==> src/rtl/chb_pkg.sv <==
// Shared constants and the saturation helper for the Chebyshev term generator.
package chb_pkg;

    localparam int POS_W   = 17;
    localparam int NUM_W   = 6;
    localparam int ORDER_W = 5;
    localparam int VAL_W   = 32;
    localparam int PROD_W  = 2 * VAL_W;
    localparam int SUM_W   = 35;
    localparam int FRAC_SH = 29;

    localparam logic [POS_W-1:0] POS_ONE      = 17'h10000;
    localparam logic [NUM_W-1:0] NUM_TERMS_RST = 6'd8;
    localparam logic [NUM_W-1:0] NUM_TERMS_MIN = 6'd2;

    localparam logic signed [VAL_W-1:0] ONE_Q30 = 32'sh4000_0000;
    localparam logic signed [VAL_W-1:0] ONE_Q20 = 32'sh0010_0000;
    localparam logic signed [SUM_W-1:0] SAT_HI  = 35'sh0_4000_0000;
    localparam logic signed [SUM_W-1:0] SAT_LO  = -35'sh0_4000_0000;

    typedef logic signed [VAL_W-1:0]  val_t;
    typedef logic signed [PROD_W-1:0] prod_t;
    typedef logic signed [SUM_W-1:0]  sum_t;

    // Clamp an exact sum to [-2^30, 2^30].
    function automatic val_t sat30(input sum_t v);
        val_t r;
        if (v > SAT_HI)
        begin
            r = ONE_Q30;
        end
        else if (v < SAT_LO)
        begin
            r = -ONE_Q30;
        end
        else
        begin
            r = VAL_W'(v);
        end
        return r;
    endfunction

endpackage

==> src/rtl/chb_mul.sv <==
// Shared signed 32x32 multiplier with a registered product.
module chb_mul
(
    input  logic               clk,
    input  logic               en,
    input  chb_pkg::val_t      a,
    input  chb_pkg::val_t      b,
    output chb_pkg::prod_t     prod
);

    chb_pkg::prod_t prod_reg;
    chb_pkg::prod_t prod_next;

    assign prod_next = chb_pkg::PROD_W'(a) * chb_pkg::PROD_W'(b);

    // Hold the product until the sequencer issues the next multiply.
    always_ff @(posedge clk)
    begin
        if (en)
        begin
            prod_reg <= prod_next;
        end
    end

    assign prod = prod_reg;

endmodule

==> src/rtl/chebyshev_term_generator_top.sv <==
// Top level: Chebyshev term generator with derivatives, one shared multiplier.
// Each accepted word carries a grid position p (1.0 = 65536, values above
// one clamp to one), mapped to x = 2p - 1 in Q1.30. The block then delivers
// num_terms result words, orders 0 upward: T_k(x) in Q1.30 and T'_k(x) in
// Q11.20, both saturated to +/-2^30, with last_order on the final order and
// grid_done on it too when the input word had grid_end set. num_terms is
// clamped to [2, MAX_TERMS] when a position is accepted. Orders 0 and 1 are
// seeded directly in S_SEED; every higher order passes through S_MT, S_MD
// and S_EMIT, because the single 32x32 multiplier is used twice per order
// (x*T(k-1), then x*T'(k-1)) and its product is registered. A position holds
// the block from acceptance to its last order, longer when the output side
// stalls. in_ready is high only between positions; a finished result
// sits in the output register while work on the next order continues.
module chebyshev_term_generator_top
#(
    parameter int MAX_TERMS = 32
)
(
    input  logic                                clk,
    input  logic                                rst_n,
    input  logic                                cfg_wr_en,
    input  logic [chb_pkg::NUM_W-1:0]           cfg_wr_data,
    input  logic                                in_valid,
    output logic                                in_ready,
    input  logic [chb_pkg::POS_W-1:0]           position,
    input  logic                                grid_end,
    output logic                                out_valid,
    input  logic                                out_ready,
    output logic [chb_pkg::ORDER_W-1:0]         order,
    output logic signed [chb_pkg::VAL_W-1:0]    poly_value,
    output logic signed [chb_pkg::VAL_W-1:0]    slope_value,
    output logic                                last_order,
    output logic                                grid_done
);

    // Sequencer states.
    localparam logic [2:0] S_IDLE = 3'd0;  // wait for a position word
    localparam logic [2:0] S_SEED = 3'd1;  // orders 0 and 1, no multiply
    localparam logic [2:0] S_MT   = 3'd2;  // issue x*T(k-1)
    localparam logic [2:0] S_MD   = 3'd3;  // finish T_k, issue x*T'(k-1)
    localparam logic [2:0] S_EMIT = 3'd4;  // finish T'_k and emit

    localparam int NW = chb_pkg::NUM_W;

    logic [2:0]    state_reg, state_next;
    logic [NW-1:0] num_terms_reg;
    logic [NW-1:0] k_reg;
    logic [NW-1:0] n_reg;
    logic          gend_reg;
    chb_pkg::val_t x_reg;
    chb_pkg::val_t t1_reg, t2_reg, d1_reg, d2_reg;
    chb_pkg::val_t tnew_reg;

    logic [chb_pkg::ORDER_W-1:0] order_reg;
    chb_pkg::val_t               poly_reg, slope_reg;
    logic                        out_valid_reg, last_reg, done_reg;

    // Input side.
    logic [chb_pkg::POS_W-1:0] pos_clamped;
    logic [NW-1:0]             n_clamped;
    chb_pkg::val_t             x_next;
    logic                      in_fire;

    // Shared multiplier.
    logic           mul_en;
    chb_pkg::val_t  mul_b;
    chb_pkg::prod_t prod;

    // Term datapath.
    chb_pkg::sum_t  prod_fl;
    chb_pkg::sum_t  t_sum, d_sum;
    chb_pkg::val_t  term_t, term_d;
    logic           term_ready;
    logic           out_load;
    logic           is_last;

    assign in_ready = (state_reg == S_IDLE);
    assign in_fire  = in_valid && in_ready;

    assign pos_clamped = (position > chb_pkg::POS_ONE) ? chb_pkg::POS_ONE : position;
    assign x_next = chb_pkg::val_t'({pos_clamped, 15'b0} - 32'h4000_0000);

    always_comb
    begin
        if (num_terms_reg < chb_pkg::NUM_TERMS_MIN)
        begin
            n_clamped = chb_pkg::NUM_TERMS_MIN;
        end
        else if ({1'b0, num_terms_reg} > (NW + 1)'(MAX_TERMS))
        begin
            n_clamped = NW'(MAX_TERMS);
        end
        else
        begin
            n_clamped = num_terms_reg;
        end
    end

    // Operand b selects T(k-1) for the polynomial step, T'(k-1) for the slope.
    assign mul_en = (state_reg == S_MT) || (state_reg == S_MD);
    assign mul_b  = (state_reg == S_MD) ? d1_reg : t1_reg;

    chb_mul u_mul
    (
        .clk  (clk),
        .en   (mul_en),
        .a    (x_reg),
        .b    (mul_b),
        .prod (prod)
    );

    // Floor of product / 2^29 is the top bits of the product.
    assign prod_fl = chb_pkg::sum_t'(prod[chb_pkg::PROD_W-1:chb_pkg::FRAC_SH]);
    assign t_sum   = prod_fl - chb_pkg::sum_t'(t2_reg);
    assign d_sum   = chb_pkg::sum_t'(t1_reg >>> 9) + prod_fl
                     - chb_pkg::sum_t'(d2_reg);

    always_comb
    begin
        term_ready = 1'b0;
        term_t     = tnew_reg;
        term_d     = chb_pkg::sat30(d_sum);
        case (state_reg)
            S_SEED:
            begin
                term_ready = 1'b1;
                if (k_reg == '0)
                begin
                    term_t = chb_pkg::ONE_Q30;
                    term_d = '0;
                end
                else
                begin
                    term_t = x_reg;
                    term_d = chb_pkg::ONE_Q20;
                end
            end
            S_EMIT:
            begin
                term_ready = 1'b1;
            end
            default:
            begin
                term_ready = 1'b0;
            end
        endcase
    end

    // Load a ready term into the output register whenever it is empty or being drained.
    assign out_load = term_ready && (!out_valid_reg || out_ready);
    assign is_last  = (k_reg + NW'(1) == n_reg);

    always_comb
    begin
        state_next = state_reg;
        case (state_reg)
            S_IDLE:
            begin
                if (in_fire)
                begin
                    state_next = S_SEED;
                end
            end
            S_SEED, S_EMIT:
            begin
                if (out_load)
                begin
                    if (is_last)
                    begin
                        state_next = S_IDLE;
                    end
                    else if (state_reg == S_SEED && k_reg == '0)
                    begin
                        state_next = S_SEED;
                    end
                    else
                    begin
                        state_next = S_MT;
                    end
                end
            end
            S_MT:
            begin
                state_next = S_MD;
            end
            S_MD:
            begin
                state_next = S_EMIT;
            end
            default:
            begin
                state_next = S_IDLE;
            end
        endcase
    end

    always_ff @(posedge clk or negedge rst_n)
    begin
        if (!rst_n)
        begin
            state_reg     <= S_IDLE;
            num_terms_reg <= chb_pkg::NUM_TERMS_RST;
            out_valid_reg <= 1'b0;
        end
        else
        begin
            state_reg <= state_next;
            if (cfg_wr_en)
            begin
                num_terms_reg <= cfg_wr_data;
            end
            if (out_load)
            begin
                out_valid_reg <= 1'b1;
            end
            else if (out_ready)
            begin
                out_valid_reg <= 1'b0;
            end
        end
    end

    // Payload and recurrence history need no reset.
    always_ff @(posedge clk)
    begin
        if (in_fire)
        begin
            x_reg    <= x_next;
            n_reg    <= n_clamped;
            gend_reg <= grid_end;
            k_reg    <= '0;
        end
        if (state_reg == S_MD)
        begin
            tnew_reg <= chb_pkg::sat30(t_sum);
        end
        if (out_load)
        begin
            order_reg <= k_reg[chb_pkg::ORDER_W-1:0];
            poly_reg  <= term_t;
            slope_reg <= term_d;
            last_reg  <= is_last;
            done_reg  <= is_last && gend_reg;
            // Advance the recurrence window.
            t2_reg    <= t1_reg;
            t1_reg    <= term_t;
            d2_reg    <= d1_reg;
            d1_reg    <= term_d;
            k_reg     <= k_reg + NW'(1);
        end
    end

    assign out_valid   = out_valid_reg;
    assign order       = order_reg;
    assign poly_value  = poly_reg;
    assign slope_value = slope_reg;
    assign last_order  = last_reg;
    assign grid_done   = done_reg;

endmodule

==> config.mk <==
export PLATFORM = sky130hd
export DESIGN_NAME = chebyshev_term_generator_top
export DESIGN_NICKNAME = d
export VERILOG_FILES = /design/src/rtl/chb_pkg.sv /design/src/rtl/chb_mul.sv /design/src/rtl/chebyshev_term_generator_top.sv
export SDC_FILE = /design/constraint.sdc
export NUM_CORES = 2
export LEC_CHECK = 0
export ABC_CLOCK_PERIOD_IN_PS = 12800
export BUFFER_PORTS_ARGS = -buffer_cell sky130_fd_sc_hd__buf_2
export CORE_ASPECT_RATIO = 1.4
export CORE_MARGIN = 10
export CORE_UTILIZATION = 55
export DETAILED_ROUTE_END_ITERATION = 10
export PLACE_DENSITY = 0.75
export SYNTH_ARGS = -nofsm -noshare
export SYNTH_HDL_FRONTEND = slang
export SYNTH_SLANG_ARGS = --single-unit
==> constraint.sdc <==
create_clock -name clk -period 12.8 [get_ports clk]
set_input_delay 1.28 -clock clk [delete_from_list [all_inputs] [get_ports clk]]
set_output_delay 1.28 -clock clk [all_outputs]
set_load 0.1 [all_outputs]
==> flow_metrics.tcl <==
set metrics [dict create \
    outcome "complete, no violations" \
    final.fill_count 5364 \
    finalHoldViolCount 0 \
    holdBufCountCts 0 \
    fin_crit_sh_pct 80.2 \
    synthDistinctLibCells 90 \
    r2r-start "state_reg[2]" \
    vias 25500 \
    post-route-worst-setup-slack_ns 2.54 \
    worst-path-max-fanout 18 \
    cts_tree "yes" \
    cp-start-kind "flip-flop" \
    grt_antenna_before_repair 1 \
    cts_resized 0 \
    floorplan.initialDensity_pct 55.7 \
    synthesis.area_mm2 0.0360 \
    ys.warnings.count 0 \
    synthFlopType "edfxtp_1" \
    timing_worst_slew_pin_value_ns 1.31 \
    grt_first_pass_wirelength_um 150000 \
    top_level_ports 102 \
    clock_pin_slew_of_the_registers_on_the_worst_case_setup_and_hold_paths_ns 0.07 \
    dieHeight_um 323 \
    whs_endpoint "t2_reg[13]" \
    grt_setup_unrepaired "false" \
    critical_hold_path_startpoint "poly_value[13]" \
    worstRegToRegCells 29 \
    timing.critical_path.buf_inv 7 \
    core_area_mm2 0.0645 \
    timing.critical_path.required_ns 13.12 \
    finalWeightedCongestion 0.955 \
    grt_pass1_vias 27400 \
    syn-num-nets 4514 \
    setup-tns-final_ns 0 \
    design.die.area_mm2 0.0762 \
    postRouteWirelength_um 94600 \
    worstSetupPathType "flip-flop to flip-flop" \
    areaGrowthSynthToFinish_pct 6.14 \
    synth_cells 3583 \
    fmax_mhz 97.5 \
    clock_buffer_depth 3 \
    total_number_of_placement_rows 110 \
    synthMostInstantiatedCell "inv_1" \
    port-buffer-count 101 \
    timing.critical_path.slowest_stage_cell "o21ai_1" \
    critical_path.reg2reg.endpoint "u_mul.prod[62]" \
    multiInputGateArea_mm2 0.0253 \
    end_kind "flip-flop" \
    first_pass_drt_iterations 6 \
    final_layout_size_suffix_gt1_share_pct 7.10 \
    maxCapViolations 0 \
    largest_register_ff_count 35 \
    via_to_cell_ratio 5.68 \
    place_ws_ns 2.72 \
    worst_path_top_cell_family_by_delay "adder cells" \
    layout.nets 4560 \
    ys_seq_area_share_pct 20.1 \
    final_max_slew_viol_count 0 \
    yosys-top-cells-count "inv_1 (782), fa_1 (681), nand2_1 (351)" \
    synth_async_sr_flop_share_pct 4.13 \
    cp_common_cell "fa_1" \
    ant_nets 0 \
    die_width_um 236 \
    drt_first_iter_violations 1850 \
    post-cts-setup-buffers 0 \
    setup-violations-final 0 \
    maximum_number_of_pins_on_one_net_before_global_route_repair 72 \
    worst_ep_arrival_time_ns 10.58 \
    antenna_cells_inserted 0 \
    timing.hold.worst_path_depth 0 \
    number_of_cts_inserted_buffers 24 \
    area.sequential_mm2 0.00722 \
    cell_type_with_the_largest_total_area_after_synthesis "fa_1" \
    type_of_the_worst_min_delay_path "flip-flop to flip-flop" \
    clk_root_buffer_cell "clkbuf_16" \
    clock_latency_on_the_worst_skew_pair_ns 0.58 \
    critical_path.max_stage_delay_ns 1.05 \
    wire_per_inst_um 21.1 \
    yosys-top-cells-area "fa_1 (38%), edfxtp_1 (19%), inv_1 (8.2%), ha_1 (7.7%), and2_1 (3.7%)" \
    slew-limit-headroom_pct 12.3 \
    dp.final_hpwl_um 76000 \
    grtUsageTotal_pct 25.2 \
    synth_area_per_cell_um2 10.0 \
    yosysTopAreaCellShare_pct 37.9 \
    htreeDepth 1 \
    final.min_clock_period_ns 10.26 \
    synth-edff-count 232 \
    synth_seq_cells 242 \
    timing.reg2reg.setup_slack_ns 2.54 \
    cts.sinks 242 \
    drt_drc_violations_left 0 \
    globalRouteOverflowTotal 0 \
    clock-skew-final_ns 0.0408 \
]
## how the worst max path moves through the flow
| stage | from | end | slack, ns | depth (start not counted) |
|---|---|---|---|---|
| floorplan | state_reg[1] | u_mul.prod[62] | 3.05 | 35 |
| global placement | state_reg[2] | u_mul.prod[62] | 2.95 | 29 |
| detailed placement | state_reg[2] | u_mul.prod[62] | 2.72 | 29 |
| CTS | state_reg[2] | u_mul.prod[62] | 2.66 | 29 |
| global route | state_reg[2] | u_mul.prod[63] | 2.10 | 29 |
| finish | state_reg[2] | u_mul.prod[62] | 2.54 | 29 |
## cell families (layout without fill, tap and decap cells)
group,after synthesis,after routing,synth area share [%]
AOI/OAI and AO/OA,370,370,6.83
buffers and inverters,911,975,9.62
xor gates and xnor gates,108,108,2.63
adders and majority gates,902,902,45.6
and+or+nand+nor,1037,1037,14.9
DFF,242,242,20.1
muxes,13,13,0.386
## layout make-up
cell class | instances | area share, %
timing repair buffer | 148 | 2.25
multi-input combinational | 2430 | 66.3
clock inverter | 19 | 0.472
inverter | 783 | 7.70
sequential | 242 | 18.9
tap | 840 | 2.75
clock buffer | 25 | 1.58
## cell usage in the layout, fill, tap and decap left out, types with 7 or more instances in the layout
cell type	n
inv_1	781
fa_1	681
nand2_1	351
edfxtp_1	232
ha_1	221
and2_1	214
nor2b_1	154
nor2_1	113
buf_2	101
a21oi_1	90
o21ai_0	68
xnor2_1	64
buf_4	47
xor2_1	44
nand2b_1	40
a21o_1	32
nor3_1	31
clkbuf_16	24
o21a_1	23
nand3_1	22
a31oi_1	20
nor2_2	20
nand4_1	16
o21ai_1	15
o211ai_1	15
and3_1	14
nor4_1	12
clkinvlp_4	11
a211oi_1	10
o21bai_1	10
dfrtp_1	9
a211o_1	8
a21boi_0	7
or2_2	7
mux2_2	7
## through the flow
step           util, %  instance area [um2]  std cells  hold WS [ns]
2_1_floorplan        -                36000       3583         0.472
3_3_place_gp      57.9                37400       4443         0.460
3_5_place_dp      57.9                37400       4443         0.475
4_1_cts           59.2                38200       4487         0.483
5_1_grt           59.2                38200       4487         0.475
6_report          59.2                38200       4487         0.484
## layer usage
layer	wire, um	GRT usage, %
met3	5520	2.65
met4	4880	11.6
met5	0	0
met2	49900	46.6
met1	34200	28.9
## worst reg2reg max path: cells and delay by family, from the launching register on
family,cells,cell delay [ns]
adders and majority gates,9,5.04
AOI/OAI and AO/OA,8,2.37
buffers and inverters,7,1.11
and+or+nand+nor,4,0.84
DFF,1,0.55
xor gates and xnor gates,1,0.10
Power is not shown: default switching activity piles up to over one toggle a cycle in this logic, so the estimate is an artifact.
